==> config.mk <==
export PLATFORM = sky130hd
export DESIGN_NAME = thrust_rudder_mixer_with_timeout_flat
export DESIGN_NICKNAME = d
export VERILOG_FILES = /design/src/rtl/core/trm_pkg.sv /design/src/rtl/core/trm_if.sv /design/src/rtl/core/thrust_rudder_mixer_with_timeout.sv /design/src/rtl/core/trm_front.sv /design/src/rtl/core/trm_queue.sv /design/src/rtl/core/trm_back.sv /design/src/flat_wrapper.sv
export SDC_FILE = /design/constraint.sdc
export NUM_CORES = 2
export LEC_CHECK = 0
export BUFFER_PORTS_ARGS = -buffer_cell sky130_fd_sc_hd__buf_2
export CORE_ASPECT_RATIO = 1.4
export CORE_UTILIZATION = 40
export DETAILED_ROUTE_END_ITERATION = 6
export SLEW_MARGIN = 40
export SYNTH_ARGS = -nofsm -noshare
export SYNTH_HDL_FRONTEND = slang
export SYNTH_SLANG_ARGS = --single-unit
==> constraint.sdc <==
create_clock -name clock -period 23.4 [get_ports clock]
set_input_delay 0 -clock clock [delete_from_list [all_inputs] [get_ports clock]]
set_output_delay 0 -clock clock [all_outputs]
set_load 0.01 [all_outputs]
==> src/rtl/core/trm_pkg.sv <==
// ----------------------------------------------------------------------------
// trm_pkg
// Shared widths, codes and types of the thrust/rudder mixer.
// ----------------------------------------------------------------------------
package trm_pkg;

   localparam int START_GRACE_TICKS = 1000;
   localparam int FULL_SCALE        = 1000;
   localparam int AGE_CAP           = 65535;

   localparam int KIND_W     = 2;
   localparam int VALUE_W    = 16;
   localparam int DRIVE_W    = 11;
   localparam int RUD_W      = 12;
   localparam int CNT_W      = 16;
   localparam int AGE_W      = 17;
   localparam int MR_W       = 11;
   localparam int MT_W       = 10;
   localparam int ST_W       = 16;
   localparam int CSR_IDX_W  = 2;
   localparam int CSR_DATA_W = 16;

   localparam int QUEUE_DEPTH = 2;

   typedef enum logic [KIND_W-1:0] {
      KIND_THRUST  = 2'd0,
      KIND_RUDDER  = 2'd1,
      KIND_ALLSTOP = 2'd2,
      KIND_TICK    = 2'd3
   } kind_type;

   typedef enum logic [CSR_IDX_W-1:0] {
      CSR_RUDDER_LIM  = 2'd0,
      CSR_DRIVE_LIM   = 2'd1,
      CSR_STALE_TICKS = 2'd2
   } csr_index_type;

   localparam logic [MR_W-1:0] RUDDER_LIM_RESET  = MR_W'(500);
   localparam logic [MT_W-1:0] DRIVE_LIM_RESET   = MT_W'(1000);
   localparam logic [ST_W-1:0] STALE_TICKS_RESET = ST_W'(150);

   // one tick's worth of mixing work, already past the staleness check
   typedef struct packed {
      logic signed [DRIVE_W-1:0] thrust;
      logic signed [RUD_W-1:0]   rudder;
      logic                      stale;
      logic                      newly_stale;
      logic [CNT_W-1:0]          stale_events;
   } mix_job_type;

endpackage

==> src/rtl/core/trm_if.sv <==
// ----------------------------------------------------------------------------
// trm interfaces
// Valid/ready channels for commands, drive results and register writes.
// ----------------------------------------------------------------------------
interface trm_req_if;
   import trm_pkg::*;
   logic                       valid;
   logic                       ready;
   logic [KIND_W-1:0]          kind;
   logic signed [VALUE_W-1:0]  value;
   logic                       allstop_clear;
   modport source (output valid, kind, value, allstop_clear, input ready);
   modport sink   (input valid, kind, value, allstop_clear, output ready);
endinterface

interface trm_rsp_if;
   import trm_pkg::*;
   logic                       valid;
   logic                       ready;
   logic signed [DRIVE_W-1:0]  left_drive;
   logic signed [DRIVE_W-1:0]  right_drive;
   logic                       stale;
   logic                       newly_stale;
   logic [CNT_W-1:0]           stale_events;
   modport source (output valid, left_drive, right_drive, stale, newly_stale, stale_events,
                   input ready);
   modport sink   (input valid, left_drive, right_drive, stale, newly_stale, stale_events,
                   output ready);
endinterface

interface trm_csr_if;
   import trm_pkg::*;
   logic                   valid;
   logic                   ready;
   logic [CSR_IDX_W-1:0]   index;
   logic [CSR_DATA_W-1:0]  data;
   modport source (output valid, index, data, input ready);
   modport sink   (input valid, index, data, output ready);
endinterface

==> src/rtl/core/thrust_rudder_mixer_with_timeout.sv <==
// ----------------------------------------------------------------------------
// thrust_rudder_mixer_with_timeout
// Differential drive mixer with a command timeout, top level.
// ----------------------------------------------------------------------------
// req_ch carries thrust and rudder commands, allstop words and ticks; csr_ch
// writes the rudder limit (0), the drive limit (1) and stale_ticks (2), always
// ready. Commands and allstop words update state and give no result. Each tick
// runs the timeout check in the front and leaves one rsp_ch word with left and
// right drive and the stale flags.
// One word is taken every cycle while the queue has room. A tick accepted
// is written to a queue entry, then passes the back pipeline's product
// stage, reciprocal divide stage and the overage/clamp stage feeding rsp_ch.
// A two-word queue sits between front and back; when rsp_ch stalls the
// pipeline fills, then the queue, and only then does req_ch.ready fall.
// Commands and allstop words are taken even with the back stalled, unless
// the queue is full.
// Synchronous reset returns registers to their defaults, allstop engaged,
// commands zero and both ages at minus the start grace; no clearing pass.
// ----------------------------------------------------------------------------
module thrust_rudder_mixer_with_timeout (
   input  logic        clock,
   input  logic        reset,
   trm_req_if.sink     req_ch,
   trm_rsp_if.source   rsp_ch,
   trm_csr_if.sink     csr_ch
);
   import trm_pkg::*;

   logic          job_push;
   mix_job_type   push_job;
   logic          queue_full;
   logic          head_valid;
   mix_job_type   head_job;
   logic          job_pop;
   logic [MT_W-1:0] drive_lim;

   trm_front u_front (
      .clock      (clock),
      .reset      (reset),
      .req_ch     (req_ch),
      .csr_ch     (csr_ch),
      .queue_full (queue_full),
      .job_push   (job_push),
      .job        (push_job),
      .drive_lim  (drive_lim)
   );

   trm_queue u_queue (
      .clock      (clock),
      .reset      (reset),
      .push       (job_push),
      .push_job   (push_job),
      .pop        (job_pop),
      .full       (queue_full),
      .head_valid (head_valid),
      .head_job   (head_job)
   );

   trm_back u_back (
      .clock      (clock),
      .reset      (reset),
      .job_valid  (head_valid),
      .job        (head_job),
      .drive_lim  (drive_lim),
      .job_pop    (job_pop),
      .rsp_ch     (rsp_ch)
   );

endmodule

==> src/rtl/core/trm_front.sv <==
// ----------------------------------------------------------------------------
// trm_front
// Takes command, allstop and tick words, keeps command state and ages,
// runs the timeout check on ticks and hands clamped commands to the queue.
// ----------------------------------------------------------------------------
module trm_front (
   input  logic                       clock,
   input  logic                       reset,
   trm_req_if.sink                    req_ch,
   trm_csr_if.sink                    csr_ch,
   input  logic                       queue_full,
   output logic                       job_push,
   output trm_pkg::mix_job_type       job,
   output logic [trm_pkg::MT_W-1:0]   drive_lim
);
   import trm_pkg::*;

   localparam logic signed [AGE_W-1:0]   AGE_RESET  = AGE_W'(-START_GRACE_TICKS);
   localparam logic signed [AGE_W-1:0]   AGE_TOP    = AGE_W'(AGE_CAP);
   localparam logic signed [VALUE_W-1:0] THRUST_LIM = VALUE_W'(FULL_SCALE);

   logic [MR_W-1:0]            rudder_lim_ff, rudder_lim_in;
   logic [MT_W-1:0]            drive_lim_ff, drive_lim_in;
   logic [ST_W-1:0]            stale_ticks_ff, stale_ticks_in;
   logic signed [VALUE_W-1:0]  thrust_cmd_ff, thrust_cmd_in;
   logic signed [VALUE_W-1:0]  rudder_cmd_ff, rudder_cmd_in;
   logic signed [AGE_W-1:0]    thrust_age_ff, thrust_age_in;
   logic signed [AGE_W-1:0]    rudder_age_ff, rudder_age_in;
   logic                       allstop_ff, allstop_in;
   logic                       armed_ff, armed_in;
   logic                       stale_mode_ff, stale_mode_in;
   logic [CNT_W-1:0]           stale_count_ff, stale_count_in;

   logic                       req_accept;
   logic                       csr_write;
   logic signed [AGE_W-1:0]    thrust_age_step, rudder_age_step;
   logic signed [AGE_W-1:0]    stale_limit;
   logic                       tick_stale, tick_newly;
   logic [CNT_W-1:0]           stale_count_tick;
   logic signed [VALUE_W-1:0]  thrust_live, rudder_live, thrust_clamped;
   logic signed [AGE_W-1:0]    rudder_limit, rudder_wide, rudder_clamped;

   assign req_ch.ready = !queue_full;
   assign csr_ch.ready = 1'b1;
   assign req_accept   = req_ch.valid && req_ch.ready;
   assign csr_write    = csr_ch.valid && csr_ch.ready;
   assign drive_lim    = drive_lim_ff;

   // ages advance before the compare, saturating at the cap
   assign thrust_age_step = (thrust_age_ff < AGE_TOP) ? thrust_age_ff + AGE_W'(1) : AGE_TOP;
   assign rudder_age_step = (rudder_age_ff < AGE_TOP) ? rudder_age_ff + AGE_W'(1) : AGE_TOP;
   assign stale_limit     = $signed({1'b0, stale_ticks_ff});

   assign tick_stale = !allstop_ff && armed_ff &&
                       ((rudder_age_step > stale_limit) || (thrust_age_step > stale_limit));
   assign tick_newly = tick_stale && !stale_mode_ff;
   assign stale_count_tick = (tick_newly && (stale_count_ff != '1)) ?
                             stale_count_ff + CNT_W'(1) : stale_count_ff;

   // commands as the mix sees them on this tick
   assign thrust_live = tick_stale ? '0 : thrust_cmd_ff;
   assign rudder_live = tick_stale ? '0 : rudder_cmd_ff;

   always_comb begin
      if (thrust_live > THRUST_LIM) begin
         thrust_clamped = THRUST_LIM;
      end else if (thrust_live < -THRUST_LIM) begin
         thrust_clamped = -THRUST_LIM;
      end else begin
         thrust_clamped = thrust_live;
      end
   end

   assign rudder_limit = $signed({{(AGE_W-MR_W){1'b0}}, rudder_lim_ff});
   assign rudder_wide  = AGE_W'(rudder_live);

   always_comb begin
      if (rudder_wide > rudder_limit) begin
         rudder_clamped = rudder_limit;
      end else if (rudder_wide < -rudder_limit) begin
         rudder_clamped = -rudder_limit;
      end else begin
         rudder_clamped = rudder_wide;
      end
   end

   assign job_push         = req_accept && (kind_type'(req_ch.kind) == KIND_TICK);
   assign job.thrust       = thrust_clamped[DRIVE_W-1:0];
   assign job.rudder       = rudder_clamped[RUD_W-1:0];
   assign job.stale        = tick_stale;
   assign job.newly_stale  = tick_newly;
   assign job.stale_events = stale_count_tick;

   always_comb begin
      rudder_lim_in  = rudder_lim_ff;
      drive_lim_in   = drive_lim_ff;
      stale_ticks_in = stale_ticks_ff;
      if (csr_write) begin
         unique case (csr_ch.index)
            CSR_RUDDER_LIM:  rudder_lim_in  = csr_ch.data[MR_W-1:0];
            CSR_DRIVE_LIM:   drive_lim_in   = csr_ch.data[MT_W-1:0];
            CSR_STALE_TICKS: stale_ticks_in = csr_ch.data[ST_W-1:0];
            default: ;
         endcase
      end
   end

   always_comb begin
      thrust_cmd_in  = thrust_cmd_ff;
      rudder_cmd_in  = rudder_cmd_ff;
      thrust_age_in  = thrust_age_ff;
      rudder_age_in  = rudder_age_ff;
      allstop_in     = allstop_ff;
      armed_in       = armed_ff;
      stale_mode_in  = stale_mode_ff;
      stale_count_in = stale_count_ff;
      if (req_accept) begin
         unique case (kind_type'(req_ch.kind))
            KIND_THRUST: begin
               thrust_cmd_in = req_ch.value;
               thrust_age_in = '0;
               if (req_ch.value > 16'sd0) armed_in = 1'b1;
            end
            KIND_RUDDER: begin
               rudder_cmd_in = req_ch.value;
               rudder_age_in = '0;
               if (req_ch.value > 16'sd0) armed_in = 1'b1;
            end
            KIND_ALLSTOP: begin
               allstop_in = !req_ch.allstop_clear;
            end
            KIND_TICK: begin
               thrust_age_in  = thrust_age_step;
               rudder_age_in  = rudder_age_step;
               thrust_cmd_in  = thrust_live;
               rudder_cmd_in  = rudder_live;
               stale_mode_in  = tick_stale;
               stale_count_in = stale_count_tick;
            end
            default: ;
         endcase
      end
   end

   always_ff @(posedge clock) begin
      if (reset) begin
         rudder_lim_ff  <= RUDDER_LIM_RESET;
         drive_lim_ff   <= DRIVE_LIM_RESET;
         stale_ticks_ff <= STALE_TICKS_RESET;
         thrust_cmd_ff  <= '0;
         rudder_cmd_ff  <= '0;
         thrust_age_ff  <= AGE_RESET;
         rudder_age_ff  <= AGE_RESET;
         allstop_ff     <= 1'b1;
         armed_ff       <= 1'b0;
         stale_mode_ff  <= 1'b0;
         stale_count_ff <= '0;
      end else begin
         rudder_lim_ff  <= rudder_lim_in;
         drive_lim_ff   <= drive_lim_in;
         stale_ticks_ff <= stale_ticks_in;
         thrust_cmd_ff  <= thrust_cmd_in;
         rudder_cmd_ff  <= rudder_cmd_in;
         thrust_age_ff  <= thrust_age_in;
         rudder_age_ff  <= rudder_age_in;
         allstop_ff     <= allstop_in;
         armed_ff       <= armed_in;
         stale_mode_ff  <= stale_mode_in;
         stale_count_ff <= stale_count_in;
      end
   end

endmodule

==> src/rtl/core/trm_queue.sv <==
// ----------------------------------------------------------------------------
// trm_queue
// Short first-in first-out queue of mix jobs between front and back.
// ----------------------------------------------------------------------------
module trm_queue (
   input  logic                  clock,
   input  logic                  reset,
   input  logic                  push,
   input  trm_pkg::mix_job_type  push_job,
   input  logic                  pop,
   output logic                  full,
   output logic                  head_valid,
   output trm_pkg::mix_job_type  head_job
);
   import trm_pkg::*;

   localparam int QPTR_W = (QUEUE_DEPTH > 1) ? $clog2(QUEUE_DEPTH) : 1;
   localparam int QCNT_W = $clog2(QUEUE_DEPTH + 1);

   mix_job_type         entry_ff [QUEUE_DEPTH];
   logic [QPTR_W-1:0]   wr_ptr_ff, wr_ptr_in;
   logic [QPTR_W-1:0]   rd_ptr_ff, rd_ptr_in;
   logic [QCNT_W-1:0]   count_ff, count_in;
   logic                do_pop;

   assign full       = (count_ff == QCNT_W'(QUEUE_DEPTH));
   assign head_valid = (count_ff != '0);
   assign head_job   = entry_ff[rd_ptr_ff];
   assign do_pop     = pop && head_valid;

   always_comb begin
      wr_ptr_in = wr_ptr_ff;
      rd_ptr_in = rd_ptr_ff;
      count_in  = count_ff;
      if (push) begin
         wr_ptr_in = (wr_ptr_ff == QPTR_W'(QUEUE_DEPTH - 1)) ? '0 : wr_ptr_ff + QPTR_W'(1);
      end
      if (do_pop) begin
         rd_ptr_in = (rd_ptr_ff == QPTR_W'(QUEUE_DEPTH - 1)) ? '0 : rd_ptr_ff + QPTR_W'(1);
      end
      if (push && !do_pop) begin
         count_in = count_ff + QCNT_W'(1);
      end else if (do_pop && !push) begin
         count_in = count_ff - QCNT_W'(1);
      end
   end

   always_ff @(posedge clock) begin
      if (push) begin
         entry_ff[wr_ptr_ff] <= push_job;
      end
   end

   always_ff @(posedge clock) begin
      if (reset) begin
         wr_ptr_ff <= '0;
         rd_ptr_ff <= '0;
         count_ff  <= '0;
      end else begin
         wr_ptr_ff <= wr_ptr_in;
         rd_ptr_ff <= rd_ptr_in;
         count_ff  <= count_in;
      end
   end

endmodule

==> src/rtl/core/trm_back.sv <==
// ----------------------------------------------------------------------------
// trm_back
// Three-stage mix pipeline: scale product, divide by full scale,
// overage transfer and clamp into the result register.
// ----------------------------------------------------------------------------
module trm_back (
   input  logic                       clock,
   input  logic                       reset,
   input  logic                       job_valid,
   input  trm_pkg::mix_job_type       job,
   input  logic [trm_pkg::MT_W-1:0]   drive_lim,
   output logic                       job_pop,
   trm_rsp_if.source                  rsp_ch
);
   import trm_pkg::*;

   localparam int SUM_W       = RUD_W + 1;
   localparam int MAG_W       = SUM_W - 1;
   localparam int PROD_W      = MAG_W + MT_W;
   localparam int RECIP_SHIFT = 32;
   localparam int RECIP_W     = 23;
   // ceil(2^32 / 1000), exact for every product below about six million
   localparam logic [RECIP_W-1:0] RECIP = RECIP_W'(4294968);
   localparam int FULL_W      = PROD_W + RECIP_W;
   localparam int QUO_W       = FULL_W - RECIP_SHIFT;
   localparam int SCALED_W    = QUO_W + 1;
   localparam int MIX_W       = 16;

   typedef struct packed {
      logic [PROD_W-1:0] prod_left;
      logic [PROD_W-1:0] prod_right;
      logic              neg_left;
      logic              neg_right;
      logic              stale;
      logic              newly_stale;
      logic [CNT_W-1:0]  stale_events;
   } scale_stage_type;

   typedef struct packed {
      logic signed [SCALED_W-1:0] left;
      logic signed [SCALED_W-1:0] right;
      logic                       stale;
      logic                       newly_stale;
      logic [CNT_W-1:0]           stale_events;
   } quot_stage_type;

   scale_stage_type  s1_ff, s1_in;
   quot_stage_type   s2_ff, s2_in;
   logic             s1_valid_ff, s2_valid_ff, rsp_valid_ff;
   logic             out_free, s2_free, s1_free;

   logic signed [SUM_W-1:0]   sum_left, sum_right;
   logic [MAG_W-1:0]          mag_left, mag_right;
   logic [FULL_W-1:0]         full_left, full_right;
   logic [QUO_W-1:0]          quo_left, quo_right;
   logic signed [MIX_W-1:0]   mt_pos, side_left, side_right;
   logic signed [MIX_W-1:0]   over_left, right_adj, over_right, left_adj;
   logic signed [MIX_W-1:0]   left_fin, right_fin;

   logic signed [DRIVE_W-1:0] left_ff, right_ff;
   logic                      stale_ff, newly_ff;
   logic [CNT_W-1:0]          events_ff;

   // each stage moves on when the one after it has room
   assign out_free = !rsp_valid_ff || rsp_ch.ready;
   assign s2_free  = !s2_valid_ff || out_free;
   assign s1_free  = !s1_valid_ff || s2_free;
   assign job_pop  = job_valid && s1_free;

   // stage 1: side sums and scale products
   assign sum_left  = SUM_W'(job.thrust) + SUM_W'(job.rudder);
   assign sum_right = SUM_W'(job.thrust) - SUM_W'(job.rudder);
   assign mag_left  = sum_left[SUM_W-1]  ? MAG_W'(-sum_left)  : MAG_W'(sum_left);
   assign mag_right = sum_right[SUM_W-1] ? MAG_W'(-sum_right) : MAG_W'(sum_right);

   always_comb begin
      s1_in.prod_left    = PROD_W'(mag_left) * PROD_W'(drive_lim);
      s1_in.prod_right   = PROD_W'(mag_right) * PROD_W'(drive_lim);
      s1_in.neg_left     = sum_left[SUM_W-1];
      s1_in.neg_right    = sum_right[SUM_W-1];
      s1_in.stale        = job.stale;
      s1_in.newly_stale  = job.newly_stale;
      s1_in.stale_events = job.stale_events;
   end

   // stage 2: divide by full scale, truncating toward zero
   assign full_left  = FULL_W'(s1_ff.prod_left) * FULL_W'(RECIP);
   assign full_right = FULL_W'(s1_ff.prod_right) * FULL_W'(RECIP);
   assign quo_left   = full_left[FULL_W-1:RECIP_SHIFT];
   assign quo_right  = full_right[FULL_W-1:RECIP_SHIFT];

   always_comb begin
      s2_in.left         = s1_ff.neg_left  ? -$signed({1'b0, quo_left})  : $signed({1'b0, quo_left});
      s2_in.right        = s1_ff.neg_right ? -$signed({1'b0, quo_right}) : $signed({1'b0, quo_right});
      s2_in.stale        = s1_ff.stale;
      s2_in.newly_stale  = s1_ff.newly_stale;
      s2_in.stale_events = s1_ff.stale_events;
   end

   // stage 3: push overage across, then clamp both sides
   assign mt_pos     = $signed({{(MIX_W-MT_W){1'b0}}, drive_lim});
   assign side_left  = MIX_W'(s2_ff.left);
   assign side_right = MIX_W'(s2_ff.right);

   always_comb begin
      if (side_left > mt_pos) begin
         over_left = side_left - mt_pos;
      end else if (side_left < -mt_pos) begin
         over_left = side_left + mt_pos;
      end else begin
         over_left = '0;
      end
      right_adj = side_right - over_left;
      if (right_adj > mt_pos) begin
         over_right = right_adj - mt_pos;
      end else if (right_adj < -mt_pos) begin
         over_right = right_adj + mt_pos;
      end else begin
         over_right = '0;
      end
      left_adj = side_left - over_right;

      if (left_adj > mt_pos) begin
         left_fin = mt_pos;
      end else if (left_adj < -mt_pos) begin
         left_fin = -mt_pos;
      end else begin
         left_fin = left_adj;
      end
      if (right_adj > mt_pos) begin
         right_fin = mt_pos;
      end else if (right_adj < -mt_pos) begin
         right_fin = -mt_pos;
      end else begin
         right_fin = right_adj;
      end
   end

   always_ff @(posedge clock) begin
      if (s1_free) begin
         s1_ff <= s1_in;
      end
      if (s2_free) begin
         s2_ff <= s2_in;
      end
      if (out_free) begin
         left_ff   <= left_fin[DRIVE_W-1:0];
         right_ff  <= right_fin[DRIVE_W-1:0];
         stale_ff  <= s2_ff.stale;
         newly_ff  <= s2_ff.newly_stale;
         events_ff <= s2_ff.stale_events;
      end
   end

   always_ff @(posedge clock) begin
      if (reset) begin
         s1_valid_ff  <= 1'b0;
         s2_valid_ff  <= 1'b0;
         rsp_valid_ff <= 1'b0;
      end else begin
         if (s1_free)  s1_valid_ff  <= job_valid;
         if (s2_free)  s2_valid_ff  <= s1_valid_ff;
         if (out_free) rsp_valid_ff <= s2_valid_ff;
      end
   end

   assign rsp_ch.valid        = rsp_valid_ff;
   assign rsp_ch.left_drive   = left_ff;
   assign rsp_ch.right_drive  = right_ff;
   assign rsp_ch.stale        = stale_ff;
   assign rsp_ch.newly_stale  = newly_ff;
   assign rsp_ch.stale_events = events_ff;

endmodule

==> src/flat_wrapper.sv <==
// flat-port wrapper written by rule: the top's interface ports become plain ports
module thrust_rudder_mixer_with_timeout_flat import trm_pkg::*;
  (clock, reset, req_ch_valid, req_ch_kind, req_ch_value, req_ch_allstop_clear, req_ch_ready, rsp_ch_valid, rsp_ch_left_drive, rsp_ch_right_drive, rsp_ch_stale, rsp_ch_newly_stale, rsp_ch_stale_events, rsp_ch_ready, csr_ch_valid, csr_ch_index, csr_ch_data, csr_ch_ready);
  trm_req_if req_ch_i ();
  trm_rsp_if rsp_ch_i ();
  trm_csr_if csr_ch_i ();
  input  logic clock;
  input  logic reset;
  input wire logic [$bits(req_ch_i.valid)-1:0] req_ch_valid;
  input wire logic [$bits(req_ch_i.kind)-1:0] req_ch_kind;
  input wire logic [$bits(req_ch_i.value)-1:0] req_ch_value;
  input wire logic [$bits(req_ch_i.allstop_clear)-1:0] req_ch_allstop_clear;
  output wire logic [$bits(req_ch_i.ready)-1:0] req_ch_ready;
  output wire logic [$bits(rsp_ch_i.valid)-1:0] rsp_ch_valid;
  output wire logic [$bits(rsp_ch_i.left_drive)-1:0] rsp_ch_left_drive;
  output wire logic [$bits(rsp_ch_i.right_drive)-1:0] rsp_ch_right_drive;
  output wire logic [$bits(rsp_ch_i.stale)-1:0] rsp_ch_stale;
  output wire logic [$bits(rsp_ch_i.newly_stale)-1:0] rsp_ch_newly_stale;
  output wire logic [$bits(rsp_ch_i.stale_events)-1:0] rsp_ch_stale_events;
  input wire logic [$bits(rsp_ch_i.ready)-1:0] rsp_ch_ready;
  input wire logic [$bits(csr_ch_i.valid)-1:0] csr_ch_valid;
  input wire logic [$bits(csr_ch_i.index)-1:0] csr_ch_index;
  input wire logic [$bits(csr_ch_i.data)-1:0] csr_ch_data;
  output wire logic [$bits(csr_ch_i.ready)-1:0] csr_ch_ready;
  assign req_ch_i.valid = req_ch_valid;
  assign req_ch_i.kind = req_ch_kind;
  assign req_ch_i.value = req_ch_value;
  assign req_ch_i.allstop_clear = req_ch_allstop_clear;
  assign req_ch_ready = req_ch_i.ready;
  assign rsp_ch_valid = rsp_ch_i.valid;
  assign rsp_ch_left_drive = rsp_ch_i.left_drive;
  assign rsp_ch_right_drive = rsp_ch_i.right_drive;
  assign rsp_ch_stale = rsp_ch_i.stale;
  assign rsp_ch_newly_stale = rsp_ch_i.newly_stale;
  assign rsp_ch_stale_events = rsp_ch_i.stale_events;
  assign rsp_ch_i.ready = rsp_ch_ready;
  assign csr_ch_i.valid = csr_ch_valid;
  assign csr_ch_i.index = csr_ch_index;
  assign csr_ch_i.data = csr_ch_data;
  assign csr_ch_ready = csr_ch_i.ready;
  thrust_rudder_mixer_with_timeout u_core (.clock(clock), .reset(reset), .req_ch(req_ch_i), .rsp_ch(rsp_ch_i), .csr_ch(csr_ch_i));
endmodule
==> results.sh <==
export IMPL_synth_sequential_area_ratio_pct=22.8
export IMPL_cts_tree="yes"
export IMPL_core_um2=104000
export IMPL_firstDrtPassIters=5
export IMPL_async_reset_ff_share_pct=0
export IMPL_grt_pass1_wl_um=173000
export IMPL_slowest_stage="or4_1"
export IMPL_grt_setup_unrepaired="no"
export IMPL_num_vias=31400
export IMPL_cts_sink_count=361
export IMPL_overflow=0
export IMPL_yosysTopAreaCell="ha_1"
export IMPL_wl_per_cell_um=18.2
export IMPL_cp_required_ns=23.82
export IMPL_rows=140
export IMPL_status="complete, no violations"
export IMPL_antenna_cells=0
export IMPL_relSlewSlack_pct=47.3
export IMPL_path_class="register to register"
export IMPL_ys_flop_type="edfxtp_1"
export IMPL_synthCells=4432
export IMPL_cts_setup_buffers=0
export IMPL_final_net_count=5619
export IMPL_die_w_um=275
export IMPL_final_core_util_pct=44.2
export IMPL_setup_viol=0
export IMPL_synth_cell_types=92
export IMPL_netlist_area_um2=41800
export IMPL_ys_warn_count=0
export IMPL_antenna_found_initial=1
export IMPL_place_gp_congestion=0.916
export IMPL_dp_worst_setup_slack_ns=10.21
export IMPL_grt_pass1_vias=32400
export IMPL_fin_worst_skew_ns=0.0716
export IMPL_ctsResizeCount=0
export IMPL_fin_crit_sh_pct=54.0
export IMPL_cp_arrival_ns=13.06
export IMPL_cp_top_family="compound AO/OA/AOI/OAI gates"
export IMPL_cts_buffers=42
export IMPL_cpPeakStageDelay_ns=0.57
export IMPL_synth_edf_count=231
export IMPL_synth_area_leaders="ha_1 21%, fa_1 17%, edfxtp_1 17%"
export IMPL_initial_core_util_pct=40.3
export IMPL_portBuffers=83
export IMPL_worstHoldPathType="input pin to register"
export IMPL_cp_num_buf_inv=1
export IMPL_cap_violations=0
export IMPL_clkTransAtPathRegs_ns=0.06
export IMPL_dpl_hpwl_um=85600
export IMPL_htree_levels=2
export IMPL_worstPathMaxFanout=15
export IMPL_crit_path_end_kind="register"
export IMPL_fillers=10000
export IMPL_fin_crit_ns=12.64
export IMPL_ant_nets=0
export IMPL_syn_avg_cell_area_um2=9.44
export IMPL_viasPerCell=5.31
export IMPL_slew_viol_final=0
export IMPL_tightestPinTransition_ns=0.771
export IMPL_cts_root_buf="clkbuf_16"
export IMPL_track_usage_pct=20.7
export IMPL_clk_path_buf_depth=3
export IMPL_drt_iter0_markers=1560
export IMPL_finalHoldViolCount=0
export IMPL_clk_latency_ns=0.62
export IMPL_synth_seq_cells=361
export IMPL_worstSetupStartpointType="register"
export IMPL_maxClockFrequency_ghz=0.0791
export IMPL_die_h_um=385
export IMPL_area_delta_synth_final_pct=9.78
export IMPL_route_final_wire_length_um=108000
export IMPL_yosysTopAreaCellShare_pct=20.7
export IMPL_dieArea_um2=106000
export IMPL_fin_cells=5910
export IMPL_drc=0
export IMPL_syn_nets=5524
export IMPL_placed_cells=5788
export IMPL_timing_final_ws_setup_ns=10.76
export IMPL_io_pins=85
export IMPL_drive_gt1_share_pct=6.53
export IMPL_grt_max_degree=91
export IMPL_fin_tns_setup_ns=0
## state kept, by name, summed over array words and instances, names as in the netlist, 10 cells and up, named ones only
signal / cells
u_core.u_back.rsp_ch.left_drive: 11
u_core.u_front.stale_count_ff: 16
u_core.u_front.thrust_cmd_ff: 16
u_core.u_front.rudder_cmd_ff: 16
u_core.u_back.s2_ff: 46
u_core.u_back.rsp_ch.right_drive: 11
u_core.u_front.rudder_age_ff: 17
u_core.u_queue.entry_ff: 82
u_core.u_front.drive_lim: 10
u_core.u_back.s1_ff: 63
u_core.u_front.thrust_age_ff: 17
u_core.u_front.stale_ticks_ff: 16
u_core.u_front.rudder_lim_ff: 11
u_core.u_back.rsp_ch.stale_events: 16
## worst paths after layout
path	startpoint	to	slack [ns]	depth (start not counted)
min	csr_ch_data[14]	u_core.u_front.stale_ticks_ff[14]	0.19	4
max	u_core.u_front.drive_lim[1]	u_core.u_back.rsp_ch.left_drive[9]	10.76	50
min reg2reg	u_core.u_back.s1_ff[3]	u_core.u_back.s2_ff[3]	0.39	0
max reg2reg	u_core.u_front.drive_lim[1]	u_core.u_back.rsp_ch.left_drive[9]	10.76	50
## worst min-delay path: cells and delay by family
kind	cells	cell delay, ns
buf+inv	2	0.64
simple gates	1	0.05
compound gates	1	0.05
## repair_timing
action	4_1_cts	5_1_grt
hold buffers	44	0
endpoints found under the hold margin	114	0
endpoints found under the setup margin	0	0
## area by class of cell
class / instances / area [µm²] / share of cell area [%]
Sequential cell: 361 / 9540 / 20.8
Timing Repair Buffer: 163 / 1140 / 2.47
Clock buffer: 59 / 1280 / 2.79
Inverter: 715 / 2690 / 5.85
Clock inverter: 19 / 226 / 0.493
Multi-Input combinational cell: 3244 / 29400 / 63.9
Tap cell: 1349 / 1690 / 3.68
## metrics by stage
step | hold WS [ns] | area (µm²)
after floorplan | 0.118 | 41800
after global placement | 0.249 | 43800
after detailed placement | 0.248 | 43900
after CTS | 0.156 | 45900
after global routing | 0.200 | 45900
final | 0.189 | 45900
## cell usage after synthesis, drive strengths merged, types with 24 or more instances
cell type and n:
a21o 77, fa 358, and2 110, mux2 33, nand2b 44, nand3 88, a22oi 51, nor2 291
nand4 35, o21bai 37, ha 692, or3 24, xnor2 148, nand2 310, and3 41, dfxtp 130
inv 711, a21oi 219, mux2i 41, o21ai 147, nor3 59, clkbuf 93, xor2 72, edfxtp 231
nor2b 39, o21a 44
## layout by cell type (no fill, tap or decap), types with 51 or more instances in the layout
cell type / netlist / final
inv_1: 710 / 709
ha_1: 692 / 692
fa_1: 358 / 358
nand2_1: 310 / 309
nor2_1: 290 / 286
edfxtp_1: 231 / 231
a21oi_1: 218 / 218
o21ai_0: 138 / 138
xnor2_1: 148 / 135
dfxtp_1: 130 / 128
and2_1: 108 / 107
nand3_1: 88 / 87
buf_2: 9 / 82
a21o_1: 77 / 77
xor2_1: 72 / 70
nor3_1: 55 / 53
a22oi_1: 51 / 51
## cells by family after synthesis
| logic type | count (synthesis) | synth area share, % |
|---|---|---|
| muxes | 74 | 1.88 |
| xor gates and xnor gates | 220 | 4.61 |
| and+or+nand+nor | 1111 | 12.9 |
| adders and majority gates | 1050 | 37.8 |
| DFF | 361 | 22.8 |
| AOI/OAI and AO/OA | 788 | 12.5 |
| buffers and inverters | 827 | 7.48 |
| other | 1 | 0.00897 |
## per-layer routing
| metal | global-route usage (%) | share of wire (%) | vias to the layer above |
|---|---|---|---|
| met5 | 0 | 0.0074 | - |
| met4 | 6.57 | 3.3 | 2 |
| met3 | 2.02 | 3.2 | 186 |
| met2 | 38.6 | 52 | 562 |
| met1 | 24.7 | 42 | 15300 |
| li1 | - | - | 15300 |
Power is left out: the tool's default activity adds up to more than one toggle a clock period on the data nets, which glitch-free logic cannot reach.
